[config.mk]
export PLATFORM = sky130hd
export DESIGN_NAME = contiguous_frame_allocator_unit
export DESIGN_NICKNAME = d
export VERILOG_FILES = /design/src/sv/cfa_pkg.sv /design/src/sv/cfa_ram.sv /design/src/sv/contiguous_frame_allocator_unit.sv
export SDC_FILE = /design/constraint.sdc
export NUM_CORES = 2
export LEC_CHECK = 0
export ABC_AREA = 1
export BUFFER_PORTS_ARGS = -buffer_cell sky130_fd_sc_hd__buf_4
export CAP_MARGIN = 30
export CORE_ASPECT_RATIO = 1.25
export CORE_MARGIN = 1
export CORE_UTILIZATION = 30
export CTS_BUF_LIST = sky130_fd_sc_hd__clkbuf_4
export CTS_CLUSTER_DIAMETER = 60
export DETAILED_ROUTE_END_ITERATION = 12
export PLACE_DENSITY = 0.5
export SLEW_MARGIN = 25
export SYNTH_ARGS = -nofsm -noshare
export SYNTH_HDL_FRONTEND = slang
export SYNTH_SLANG_ARGS = --single-unit
[constraint.sdc]
create_clock -name clock -period 67.5 [get_ports clock]
set_input_delay 10.125 -clock clock [delete_from_list [all_inputs] [get_ports clock]]
set_output_delay 10.125 -clock clock [all_outputs]
set_load 0.02 [all_outputs]
[src/sv/cfa_pkg.sv]
`timescale 1ns / 1ps
// ----------------------------------------------------------------------------
// Contiguous frame allocator package
// Field widths, command, status and map entry codes, and the sequencer
// states shared by the allocator files.
// ----------------------------------------------------------------------------
package cfa_pkg;

   localparam int unsigned FRAME_W   = 20;
   localparam int unsigned COUNT_W   = 11;
   localparam int unsigned STATUS_W  = 3;
   localparam int unsigned CMD_W     = 2;
   localparam int unsigned CSR_IDX_W = 2;
   localparam int unsigned MAP_W     = 2;

   // Commands
   localparam logic [CMD_W-1:0] CMD_ALLOC   = 2'd0;
   localparam logic [CMD_W-1:0] CMD_RELEASE = 2'd1;
   localparam logic [CMD_W-1:0] CMD_MARK    = 2'd2;
   localparam logic [CMD_W-1:0] CMD_INIT    = 2'd3;

   // Result status
   localparam logic [STATUS_W-1:0] STAT_OK      = 3'd0;
   localparam logic [STATUS_W-1:0] STAT_NOROOM  = 3'd1;
   localparam logic [STATUS_W-1:0] STAT_RANGE   = 3'd2;
   localparam logic [STATUS_W-1:0] STAT_NOTHEAD = 3'd3;
   localparam logic [STATUS_W-1:0] STAT_NOTFREE = 3'd4;

   // Map entry codes
   localparam logic [MAP_W-1:0] MAP_FREE  = 2'd0;
   localparam logic [MAP_W-1:0] MAP_HEAD  = 2'd1;
   localparam logic [MAP_W-1:0] MAP_ALLOC = 2'd2;

   // Configuration register indexes
   localparam logic [CSR_IDX_W-1:0] CSR_BASE    = 2'd0;
   localparam logic [CSR_IDX_W-1:0] CSR_POOL    = 2'd1;
   localparam logic [CSR_IDX_W-1:0] CSR_RESERVE = 2'd2;

   typedef enum logic [2:0] {
      FSM_CLEAR,
      FSM_IDLE,
      FSM_ALLOC_SCAN,
      FSM_REL_HEAD,
      FSM_REL_WALK,
      FSM_MARK_CHECK,
      FSM_FILL,
      FSM_RESP
   } fsm_type;

endpackage

[src/sv/cfa_ram.sv]
`timescale 1ns / 1ps
// ----------------------------------------------------------------------------
// Generic simple dual-port RAM
// One write port and one read port with registered read data.
// ----------------------------------------------------------------------------
module cfa_ram #(
   parameter int unsigned WIDTH = 2,
   parameter int unsigned DEPTH = 1024
) (
   input  logic                     clock,
   input  logic                     wr_en,
   input  logic [$clog2(DEPTH)-1:0] wr_addr,
   input  logic [WIDTH-1:0]         wr_data,
   input  logic [$clog2(DEPTH)-1:0] rd_addr,
   output logic [WIDTH-1:0]         rd_data
);

   logic [WIDTH-1:0] mem [DEPTH];
   logic [WIDTH-1:0] rd_data_ff;

   always_ff @(posedge clock) begin
      if (wr_en) begin
         mem[wr_addr] <= wr_data;
      end
      rd_data_ff <= mem[rd_addr];
   end

   assign rd_data = rd_data_ff;

endmodule

[src/sv/contiguous_frame_allocator_unit.sv]
`timescale 1ns / 1ps
// ----------------------------------------------------------------------------
// Contiguous frame allocator
// First-fit allocator over a per-frame state map held in a RAM, with
// allocate, release, mark-inaccessible and init commands.
// ----------------------------------------------------------------------------
// One command is worked at a time by a sequencer that visits one map entry
// per cycle through the single read and single write port of the map RAM.
// Allocate scans map entries up to the end of the first fitting run and then
// writes the run; an allocate that finds no room scans the whole pool.
// Release walks the run from its head, mark checks the whole range and then
// writes it, and init sweeps the whole map. Range errors and zero counts go
// straight to the result. The worst case is an allocate of the whole pool,
// which scans and then writes the whole pool. After reset the map is cleared
// by the same sweep, during which no item is accepted (configuration writes
// are still taken). The block is idle again once a result is loaded, so the
// next item can be accepted in the cycle after, while that result may still
// be waiting.
// ----------------------------------------------------------------------------
module contiguous_frame_allocator_unit #(
   parameter int unsigned MAP_DEPTH = 1024
) (
   input  logic                            clock,
   input  logic                            reset,
   // Configuration
   input  logic                            csr_we,
   input  logic [cfa_pkg::CSR_IDX_W-1:0]   csr_index,
   input  logic [cfa_pkg::FRAME_W-1:0]     csr_wdata,
   // Command channel
   input  logic                            req_valid,
   output logic                            req_stall,
   input  logic [cfa_pkg::CMD_W-1:0]       req_command,
   input  logic [cfa_pkg::FRAME_W-1:0]     req_frame_no,
   input  logic [cfa_pkg::COUNT_W-1:0]     req_count,
   // Result channel
   output logic                            rsp_valid,
   input  logic                            rsp_stall,
   output logic [cfa_pkg::FRAME_W-1:0]     rsp_result_frame,
   output logic [cfa_pkg::STATUS_W-1:0]    rsp_status,
   output logic [cfa_pkg::COUNT_W-1:0]     rsp_free_left
);

   import cfa_pkg::*;

   localparam int unsigned AW = $clog2(MAP_DEPTH);
   localparam int unsigned CW = AW + 1;
   localparam logic [COUNT_W-1:0] FREE_RESET =
      COUNT_W'((MAP_DEPTH < 1024) ? MAP_DEPTH : 1024);
   localparam logic [CW-1:0] LAST_ENTRY = CW'(MAP_DEPTH - 1);
   localparam logic [31:0] FREE_MAX = 32'(2 ** COUNT_W - 1);

   // Configuration registers
   logic [FRAME_W-1:0] csr_base_ff;
   logic [COUNT_W-1:0] csr_pool_ff;
   logic               csr_reserve_ff;

   // Sequencer state
   fsm_type             state_ff, state_in;
   logic [CW-1:0]       ptr_ff, ptr_in;
   logic [CW-1:0]       off_ff, off_in;
   logic [CW-1:0]       run_ff, run_in;
   logic [COUNT_W-1:0]  rem_ff, rem_in;
   logic [COUNT_W-1:0]  cnt_ff, cnt_in;
   logic                mark_ff, mark_in;
   logic                init_cmd_ff, init_cmd_in;
   logic [STATUS_W-1:0] status_ff, status_in;
   logic [FRAME_W-1:0]  res_frame_ff, res_frame_in;
   logic [COUNT_W-1:0]  free_total_ff, free_total_in;

   // Result register
   logic                rsp_valid_ff, rsp_valid_in;
   logic [FRAME_W-1:0]  rsp_frame_ff, rsp_frame_in;
   logic [STATUS_W-1:0] rsp_status_ff, rsp_status_in;
   logic [COUNT_W-1:0]  rsp_free_ff, rsp_free_in;

   // Map RAM
   logic             map_wr_en;
   logic [AW-1:0]    map_wr_addr;
   logic [MAP_W-1:0] map_wr_data;
   logic [AW-1:0]    map_rd_addr;
   logic [MAP_W-1:0] map_rd_data;

   logic [31:0]        pool32;
   logic [31:0]        p32;
   logic [CW-1:0]      pool_size;
   logic [FRAME_W:0]   diff;
   logic               in_pool;
   logic               mark_fits;
   logic [CW-1:0]      run_next;
   logic [31:0]        head32;
   logic [31:0]        inc_sum;
   logic [COUNT_W-1:0] free_after_dec;
   logic               reserved;

   cfa_ram #(
      .WIDTH (MAP_W),
      .DEPTH (MAP_DEPTH)
   ) u_map (
      .clock   (clock),
      .wr_en   (map_wr_en),
      .wr_addr (map_wr_addr),
      .wr_data (map_wr_data),
      .rd_addr (map_rd_addr),
      .rd_data (map_rd_data)
   );

   // Effective pool size is the register clamped to the map depth.
   assign pool32    = 32'(csr_pool_ff);
   assign p32       = (pool32 > 32'(MAP_DEPTH)) ? 32'(MAP_DEPTH) : pool32;
   assign pool_size = p32[CW-1:0];

   assign diff      = {1'b0, req_frame_no} - {1'b0, csr_base_ff};
   assign in_pool   = !diff[FRAME_W] && (32'(diff[FRAME_W-1:0]) < p32);
   assign mark_fits = (32'(diff[FRAME_W-1:0]) + 32'(req_count)) <= p32;

   assign run_next  = (map_rd_data == MAP_FREE) ? (run_ff + CW'(1)) : '0;
   assign head32    = 32'(ptr_ff) + 32'd1 - 32'(cnt_ff);
   assign inc_sum   = 32'(free_total_ff) + 32'(run_ff);
   assign free_after_dec = (free_total_ff > cnt_ff) ? (free_total_ff - cnt_ff) : '0;
   assign reserved  = init_cmd_ff && csr_reserve_ff && (pool_size != '0);

   assign map_rd_addr = ptr_in[AW-1:0];

   always_comb begin
      state_in      = state_ff;
      ptr_in        = ptr_ff;
      off_in        = off_ff;
      run_in        = run_ff;
      rem_in        = rem_ff;
      cnt_in        = cnt_ff;
      mark_in       = mark_ff;
      init_cmd_in   = init_cmd_ff;
      status_in     = status_ff;
      res_frame_in  = res_frame_ff;
      free_total_in = free_total_ff;
      rsp_frame_in  = rsp_frame_ff;
      rsp_status_in = rsp_status_ff;
      rsp_free_in   = rsp_free_ff;
      rsp_valid_in  = rsp_valid_ff && rsp_stall;
      map_wr_en     = 1'b0;
      map_wr_addr   = ptr_ff[AW-1:0];
      map_wr_data   = MAP_FREE;

      case (state_ff)
         FSM_CLEAR: begin
            map_wr_en   = 1'b1;
            map_wr_data = (reserved && (ptr_ff == '0)) ? MAP_ALLOC : MAP_FREE;
            ptr_in      = ptr_ff + CW'(1);
            if (ptr_ff == LAST_ENTRY) begin
               if (init_cmd_ff) begin
                  free_total_in = COUNT_W'(p32) - COUNT_W'(reserved);
                  state_in      = FSM_RESP;
               end else begin
                  state_in = FSM_IDLE;
               end
            end
         end

         FSM_IDLE: begin
            if (req_valid) begin
               status_in    = STAT_OK;
               res_frame_in = '0;
               cnt_in       = req_count;
               case (req_command)
                  CMD_ALLOC: begin
                     if (req_count == '0) begin
                        status_in = STAT_RANGE;
                        state_in  = FSM_RESP;
                     end else begin
                        ptr_in   = '0;
                        run_in   = '0;
                        mark_in  = 1'b0;
                        state_in = FSM_ALLOC_SCAN;
                     end
                  end
                  CMD_RELEASE: begin
                     if (!in_pool) begin
                        status_in = STAT_RANGE;
                        state_in  = FSM_RESP;
                     end else begin
                        ptr_in   = diff[CW-1:0];
                        state_in = FSM_REL_HEAD;
                     end
                  end
                  CMD_MARK: begin
                     if (!in_pool || !mark_fits) begin
                        status_in = STAT_RANGE;
                        state_in  = FSM_RESP;
                     end else if (req_count == '0) begin
                        state_in = FSM_RESP;
                     end else begin
                        ptr_in   = diff[CW-1:0];
                        off_in   = diff[CW-1:0];
                        rem_in   = req_count;
                        mark_in  = 1'b1;
                        state_in = FSM_MARK_CHECK;
                     end
                  end
                  default: begin
                     ptr_in      = '0;
                     init_cmd_in = 1'b1;
                     state_in    = FSM_CLEAR;
                  end
               endcase
            end
         end

         FSM_ALLOC_SCAN: begin
            // Read data in this state belongs to the entry at ptr_ff.
            if (ptr_ff >= pool_size) begin
               status_in = STAT_NOROOM;
               state_in  = FSM_RESP;
            end else if (32'(run_next) == 32'(cnt_ff)) begin
               ptr_in   = head32[CW-1:0];
               off_in   = head32[CW-1:0];
               rem_in   = cnt_ff;
               state_in = FSM_FILL;
            end else begin
               run_in = run_next;
               ptr_in = ptr_ff + CW'(1);
            end
         end

         FSM_REL_HEAD: begin
            if (map_rd_data != MAP_HEAD) begin
               status_in = STAT_NOTHEAD;
               state_in  = FSM_RESP;
            end else begin
               map_wr_en = 1'b1;
               run_in    = CW'(1);
               ptr_in    = ptr_ff + CW'(1);
               state_in  = FSM_REL_WALK;
            end
         end

         FSM_REL_WALK: begin
            if ((ptr_ff >= pool_size) || (map_rd_data != MAP_ALLOC)) begin
               free_total_in = (inc_sum > FREE_MAX) ? COUNT_W'(FREE_MAX)
                                                    : inc_sum[COUNT_W-1:0];
               state_in      = FSM_RESP;
            end else begin
               map_wr_en = 1'b1;
               run_in    = run_ff + CW'(1);
               ptr_in    = ptr_ff + CW'(1);
            end
         end

         FSM_MARK_CHECK: begin
            // The whole range is checked before anything is written.
            if (map_rd_data != MAP_FREE) begin
               status_in = STAT_NOTFREE;
               state_in  = FSM_RESP;
            end else if (rem_ff == COUNT_W'(1)) begin
               ptr_in   = off_ff;
               rem_in   = cnt_ff;
               state_in = FSM_FILL;
            end else begin
               rem_in = rem_ff - COUNT_W'(1);
               ptr_in = ptr_ff + CW'(1);
            end
         end

         FSM_FILL: begin
            map_wr_en   = 1'b1;
            map_wr_data = (mark_ff || (ptr_ff == off_ff)) ? MAP_HEAD : MAP_ALLOC;
            if (rem_ff == COUNT_W'(1)) begin
               free_total_in = free_after_dec;
               if (!mark_ff) begin
                  res_frame_in = csr_base_ff + FRAME_W'(off_ff);
               end
               state_in = FSM_RESP;
            end else begin
               rem_in = rem_ff - COUNT_W'(1);
               ptr_in = ptr_ff + CW'(1);
            end
         end

         FSM_RESP: begin
            if (!rsp_valid_ff || !rsp_stall) begin
               rsp_valid_in  = 1'b1;
               rsp_frame_in  = res_frame_ff;
               rsp_status_in = status_ff;
               rsp_free_in   = free_total_ff;
               init_cmd_in   = 1'b0;
               state_in      = FSM_IDLE;
            end
         end

         default: begin
            state_in = FSM_IDLE;
         end
      endcase
   end

   always_ff @(posedge clock) begin
      if (reset) begin
         state_ff       <= FSM_CLEAR;
         ptr_ff         <= '0;
         init_cmd_ff    <= 1'b0;
         free_total_ff  <= FREE_RESET;
         rsp_valid_ff   <= 1'b0;
         csr_base_ff    <= '0;
         csr_pool_ff    <= COUNT_W'(1024);
         csr_reserve_ff <= 1'b0;
      end else begin
         state_ff      <= state_in;
         ptr_ff        <= ptr_in;
         init_cmd_ff   <= init_cmd_in;
         free_total_ff <= free_total_in;
         rsp_valid_ff  <= rsp_valid_in;
         if (csr_we) begin
            case (csr_index)
               CSR_BASE:    csr_base_ff    <= csr_wdata;
               CSR_POOL:    csr_pool_ff    <= csr_wdata[COUNT_W-1:0];
               CSR_RESERVE: csr_reserve_ff <= csr_wdata[0];
               default:     ;
            endcase
         end
      end
   end

   always_ff @(posedge clock) begin
      off_ff        <= off_in;
      run_ff        <= run_in;
      rem_ff        <= rem_in;
      cnt_ff        <= cnt_in;
      mark_ff       <= mark_in;
      status_ff     <= status_in;
      res_frame_ff  <= res_frame_in;
      rsp_frame_ff  <= rsp_frame_in;
      rsp_status_ff <= rsp_status_in;
      rsp_free_ff   <= rsp_free_in;
   end

   assign req_stall        = (state_ff != FSM_IDLE);
   assign rsp_valid        = rsp_valid_ff;
   assign rsp_result_frame = rsp_frame_ff;
   assign rsp_status       = rsp_status_ff;
   assign rsp_free_left    = rsp_free_ff;

endmodule

* Word-level counts from Yosys, hierarchy flattened
Memory sizes are Yosys's and may differ from the RTL's. A register that Yosys moved wholly into a read port is not among the register bits. Cells that the tools add are included.
Cells by class: multiply operators 0, shifts and indexed selects 0, bitwise operators 0, $lt $le $gt $ge 6, reductions and logical operators 48, multiplexer cells 96, div/mod/pow operators 0, add/sub/neg operators 11, eq/ne operators 49
Operators by type and width (number):
- 11-bit 2-to-1 mux | 42
- 11-bit one-hot mux with 4 select lines | 2
- 11-bit one-hot mux with 7 select lines | 1
- 11-bit one-hot mux with 3 select lines | 2
- 20-bit 2-to-1 mux | 3
- 2-bit inequality test, second input constant | 25
- 3-bit 2-to-1 mux | 16
- 20-bit one-hot mux with 2 select lines | 1
- 11-bit by 1-bit adder with 11-bit output, second input constant | 3
- 3-bit one-hot mux with 8 select lines | 1
- 11-bit equality test | 2
- 11-bit zero test | 2
- 11-bit one-hot mux with 2 select lines | 1
- 11-bit subtractor | 2
- 20-bit by 11-bit adder with 21-bit output | 1
- 21-bit by 11-bit less-or-equal comparator with 1-bit output | 1
- 20-bit by 20-bit subtractor with 21-bit output | 1
- 20-bit by 11-bit adder with 20-bit output | 1
- 20-bit by 11-bit < comparator with 1-bit output | 1
- 3-bit inequality test, second input constant | 6
- 2-bit 2-to-1 mux | 8
- 7-bit AND reduction | 2
- 11-bit by 11-bit adder with 12-bit output | 1
- 3-bit equality test, second input constant | 4
- other kinds (40) | 81
Word-level totals: ROM bits 0, bits in writable memories 2048, output and inout bits 36, memories kept 1, input bits 60, latch bits 0, bits in registers 161, logic and storage cells 230
Memories:
- u_map.mem | words 1024, bits a word 2, rd ports 1, clocked after memory_dff 1, wr ports 1, RTL line cfa_ram.sv:18 | logic [WIDTH-1:0] mem [DEPTH];

* Logic depth before layout (Yosys ltp)
depth in word-level cells 10, depth in mapped cells 47, depth with buffers taken out 45

* By module
From an unflattened synthesis, not the netlist that was laid out.
Second synthesis, totals: cell total of the unflattened synthesis 9905, area, all modules 100792.9 sq um
Modules (own cells, without submodules):
- cfa_ram | area an instance 86953.4 sq um, cells each 7976, times used 1
- contiguous_frame_allocator_unit | area an instance 13839.5 sq um, cells each 1929, times used 1

* Least setup slack after synthesis
OpenSTA, ideal clock, no wires.
path type register -> register, start point register ptr_ff[0], end point memory u_map.mem[0][1] (data pin), stages on the path, launching flop included 8, arrival time 40.885 ns, setup time 8.128 ns, required time 59.372 ns, setup slack 18.487 ns, clock period less this slack 49.013 ns, cells stage by stage dfxtp_1 > clkbuf_1 > inv_2 > ha_1 > clkinv_1 > nor2_1 > nand4_1 > o21ai_0
On the way: word-level cells in the longest chain between the ends 4, elaborated cells on any way between the ends 7, classes of those cells eq/ne: 1; mux: 3; reduce/logical: 3
Ends and longest elaborated chain:
- start, declared | RTL line contiguous_frame_allocator_unit.sv:59 | logic [CW-1:0] ptr_ff, ptr_in;
- start signal, assigned | RTL line contiguous_frame_allocator_unit.sv:307 | ptr_ff <= ptr_in;
- 11-bit equality test or 11-bit zero test (tied branches) | RTL line contiguous_frame_allocator_unit.sv:265, contiguous_frame_allocator_unit.sv:147
- 1-bit logical OR or 1-bit logical AND (tied branches) | RTL line contiguous_frame_allocator_unit.sv:265, contiguous_frame_allocator_unit.sv:147
- 2-bit 2-to-1 mux, on equally long branches | RTL line contiguous_frame_allocator_unit.sv:265, contiguous_frame_allocator_unit.sv:147
- 2-bit one-hot mux with 2 select lines (*) | RTL line contiguous_frame_allocator_unit.sv:144 | case (state_ff)
- via map_wr_data[1] | RTL line contiguous_frame_allocator_unit.sv:79 | logic [MAP_W-1:0] map_wr_data;
- end, declared | RTL line cfa_ram.sv:18
Mark *: on every way through the listed nets, which the timed path passes. The rest lies on a longest branch.

* Final worst setup path
start point input port req_frame_no[0] (netlist bit), end point register u_map.rd_data_ff[0], in the netlist u_map.rd_data[0] (read register of u_map.mem)
On the way: word-level cells in the longest chain between the ends 9, elaborated cells on any way between the ends 15, classes of those cells add/sub: 2; order compare: 2; mux: 6; reduce/logical: 5
Ends and longest elaborated chain:
- start, declared | RTL line contiguous_frame_allocator_unit.sv:33 | input logic [cfa_pkg::FRAME_W-1:0] req_frame_no,
- 20-bit by 20-bit subtractor with 21-bit output (*) | RTL line contiguous_frame_allocator_unit.sv:112 | assign diff = {1'b0, req_frame_no} - {1'b0, csr_base_ff};
- 20-bit by 11-bit adder with 21-bit output (tied with other cells) | RTL line contiguous_frame_allocator_unit.sv:114 | assign mark_fits = (32'(diff[FRAME_W-1:0]) + 32'(req_count)) <= p32;
- 21-bit by 11-bit less-or-equal comparator with 1-bit output or 1-bit logical AND (tied branches) | RTL line contiguous_frame_allocator_unit.sv:114, contiguous_frame_allocator_unit.sv:113
- 1-bit zero test | RTL line contiguous_frame_allocator_unit.sv:186 | if (!in_pool || !mark_fits) begin
- 1-bit logical OR | RTL line contiguous_frame_allocator_unit.sv:186
- 11-bit 2-to-1 mux | RTL line contiguous_frame_allocator_unit.sv:186
- 11-bit one-hot mux with 3 select lines (*) | RTL line contiguous_frame_allocator_unit.sv:164 | case (req_command)
- 11-bit 2-to-1 mux (*) | RTL line contiguous_frame_allocator_unit.sv:160 | if (req_valid) begin
- 11-bit one-hot mux with 7 select lines (*) | RTL line contiguous_frame_allocator_unit.sv:144
- end, declared | RTL line cfa_ram.sv:19 | logic [WIDTH-1:0] rd_data_ff;
Every way passes the cells marked *; elsewhere a longest branch is shown, timed or not. The select of a mux whose other input is x is not followed. A chain may end at the register's enable or synchronous reset.

==> impl_metrics.yaml <==
power:
  power_density_nw_per_um2: 46.10
  p_leak_uw: 0.04560
  p_total_uw: 5427
  ir_worst_vdd_v: 0.00007973
timing:
  fmax_ghz: 0.05213
  min_period_ps: 19180
  maxSlewHeadroom_pct: 25.63
  setup_slack_ps: 48320
  tightest_slew_ps: 1116
  hold_viol: 0
  setup_violations: 0
  fin_crit_sh_pct: 28.42
  clock-skew-final_ps: 150.8
  setup_tns_ps: 0
  rsz0062_at_grt: "false"
  slew_violations: 0
synth:
  netlist_area_um2: 105600
  synth_nets: 10920
  synth_top_family_by_area: "simple AND/OR/NAND/NOR gates"
  synthCells: 10730
  ys_seq_area_share_pct: 62.30
  ys.flop_type: "edfxtp_1"
  synth_mux_area_share_pct: 0
  synth_compound_area_share_pct: 4.638
  yosysWarnings: 0
  yosys.area_share.adder_pct: 1.642
  synth_simple_gate_area_share_pct: 23.17
  synth_edf_count: 2150
  async_reset_ff_share_pct: 0
  synthXorXnorAreaFrac_pct: 0.5877
  ys_types: 63
  syn_avg_cell_area_um2: 9.842
  ys_ff_latch: 2211
min_path:
  hp-class: "reg -> reg"
floorplanning:
  die_w_um: 532.6
  die_h_um: 665.3
  dieArea_um2: 354400
  coreArea_um2: 350300
  num_rows: 243
  initial_core_util_pct: 30.15
  io_pins: 96
worst_setup_path:
  crit_type: "in -> reg"
  crit_top_cell: "nand3_1"
  worstPathArrival_ps: 20520
  crit_fanout: 61
  crit_required_ps: 68830
  start_kind: "primary input"
  crit_buf_inv: 8
  cp_top_family: "simple AND/OR/NAND/NOR gates"
  reg2reg_slack_ps: 56860
  worst_path_max_delay_cell: "a21oi_4"
  cpPeakStageDelay_ps: 720
  cp-end-kind: "flop"
route:
  wl_per_cell_um: 22.96
  via_per_inst: 5.019
  initialDrtViolationCount: 6661
  drtPass1Iterations: 7
  ant_nets: 0
  routed_wl_mm: 366.8
  drcViolationCount: 0
  vias: 80210
finish:
  register_area_um2: 65780
  multi_input_area_um2: 31860
  layout_commonest_cell: "nand2_1"
  drive_gt1_share_pct: 10.79
  fill_cells: 36030
  layout_common_cells: "nand2_1, edfxtp_1, nand3_1"
  nets: 11120
  area_growth_pct: 11.48
global_route:
  use_met2_pct: 36.22
  first_global_vias: 80810
  track_usage_pct: 20.19
  grt_first_pass_wirelength_mm: 529.8
  use_met1_pct: 23.13
  antenna_found_initial: 16
  grt_overflow: 0
  grt_use_met3_pct: 3.167
  grt-busiest-layer: "met2"
  grt_max_degree: 219
placed_design:
  portBuffers: 95
  place.gp.congestion: 0.8993
  post-dp-hpwl_mm: 222.2
  dp_slack_ps: 47010
cts:
  clk_pin_slew_worst_paths_ps: 80
  cts_tree: "done"
  postCtsSetupBuffers: 0
  ctsHoldBuffers: 0
  clock_sinks: 2211
  cts_resized: 0
  clk_latency_ps: 1400
  numCtsBuffers: 567
  ctsHtreeMaxLevel: 6
  cts_buffer_depth: 4
  root_buffer: "clkbuf_4"
status:
  status: "finished, final reports clean"
job:
  maxCapViolCount: 0
-- flip-flops by register name, indices dropped and copies added (netlist names) --
register,flops
u_map.mem,2048
csr_base_ff,20
res_frame_ff,20
rsp_result_frame,20
cnt_ff,11
csr_pool_ff,11
free_total_ff,11
off_ff,11
ptr_ff,11
rem_ff,11
rsp_free_left,11
run_ff,11
rsp_status,3
state_ff,3
status_ff,3
u_map.rd_data,2
csr_reserve_ff,1
init_cmd_ff,1
mark_ff,1
rsp_valid,1
-- power by group --
part | internal, µW | total (µW) | switching (µW)
Clock | 567 | 1130 | 559
Combinational | 748 | 2740 | 1990
Sequential | 1540 | 1560 | 22.5
Total | 2860 | 5430 | 2570
-- cells by family (layout without fill, tap and decap cells) --
group                    count (synthesis)  in the layout
AND/OR/NAND/NOR                       5601           5601
XOR/XNOR                                70             70
AO/OA/AOI/OAI                          735            735
other                                    0             10
buffers and inverters                 1977           2562
adder cells (fa/ha/maj)                135            135
flip-flops                            2211           2211
-- routing by layer --
layer,part of all wire (%),up-vias
met4,5.1,2
met1,38,39590
met3,6.3,774
met2,51,2942
met5,0.0035,-
li1,-,36900
-- final timing paths --
check | startpoint | endpoint | depth (start not counted)
setup / recovery | req_frame_no[0] | u_map.rd_data[0] | 44
hold / removal | res_frame_ff[17] | rsp_result_frame[17] | 0
setup reg to reg | csr_base_ff[0] | u_map.rd_data[0] | 42
hold reg to reg | res_frame_ff[17] | rsp_result_frame[17] | 0
-- final cells by class --
cell class | count | share of cell area [%]
clock buffer | 792 | 5.051
inverter | 1320 | 4.232
clock inverter | 165 | 0.7239
multi-input combinational | 6541 | 27.07
tap | 4655 | 4.948
sequential | 2211 | 55.88
timing repair buffer | 285 | 2.072
antenna | 10 | 0.02126
-- Yosys cell counts, types with 5 or more instances --
master / count / area, µm²
nor2_1: 1159 / 4350
nand2_2: 6 / 37.54
edfxtp_1: 2150 / 64560
o21bai_1: 7 / 52.55
buf_1: 35 / 131.4
o21ai_0: 123 / 615.6
inv_2: 20 / 75.07
clkbuf_1: 262 / 983.4
a21oi_1: 135 / 675.7
or2_2: 7 / 43.79
nor4_1: 12 / 75.07
o221ai_1: 13 / 113.9
o211ai_1: 381 / 2860
nor2_2: 8 / 50.05
ha_1: 129 / 1614
xor2_1: 50 / 437.9
buf_4: 60 / 450.4
a221oi_1: 10 / 87.58
xnor2_1: 19 / 166.4
nor3_1: 18 / 90.09
buf_6: 8 / 90.09
a31oi_1: 12 / 75.07
o21ai_1: 7 / 35.03
a211oi_1: 5 / 37.54
buf_2: 291 / 1456
nand4_1: 26 / 162.7
clkinv_1: 22 / 82.58
nand3_1: 1519 / 7602
inv_1: 1277 / 4793
fa_1: 6 / 120.1
a22oi_1: 5 / 37.54
dfxtp_1: 61 / 1221
o22ai_1: 5 / 31.28
nand2_1: 2488 / 9339
nand3b_1: 344 / 2582
-- per-stage QoR --
stage / hold WS (ps) / utilization, % / area, µm² / std cells
6_report: 423.3 / 33.61 / 117700 / 15980
5_1_grt: 435.6 / 33.61 / 117700 / 15980
4_1_cts: 425.2 / 33.57 / 117600 / 15970
3_5_place_dp: 406.8 / 31.63 / 110800 / 15010
3_3_place_gp: 407.3 / 31.60 / 110700 / 15000
2_1_floorplan: 400.3 / - / 105600 / 10730
Power figures use the tool's default switching activity.
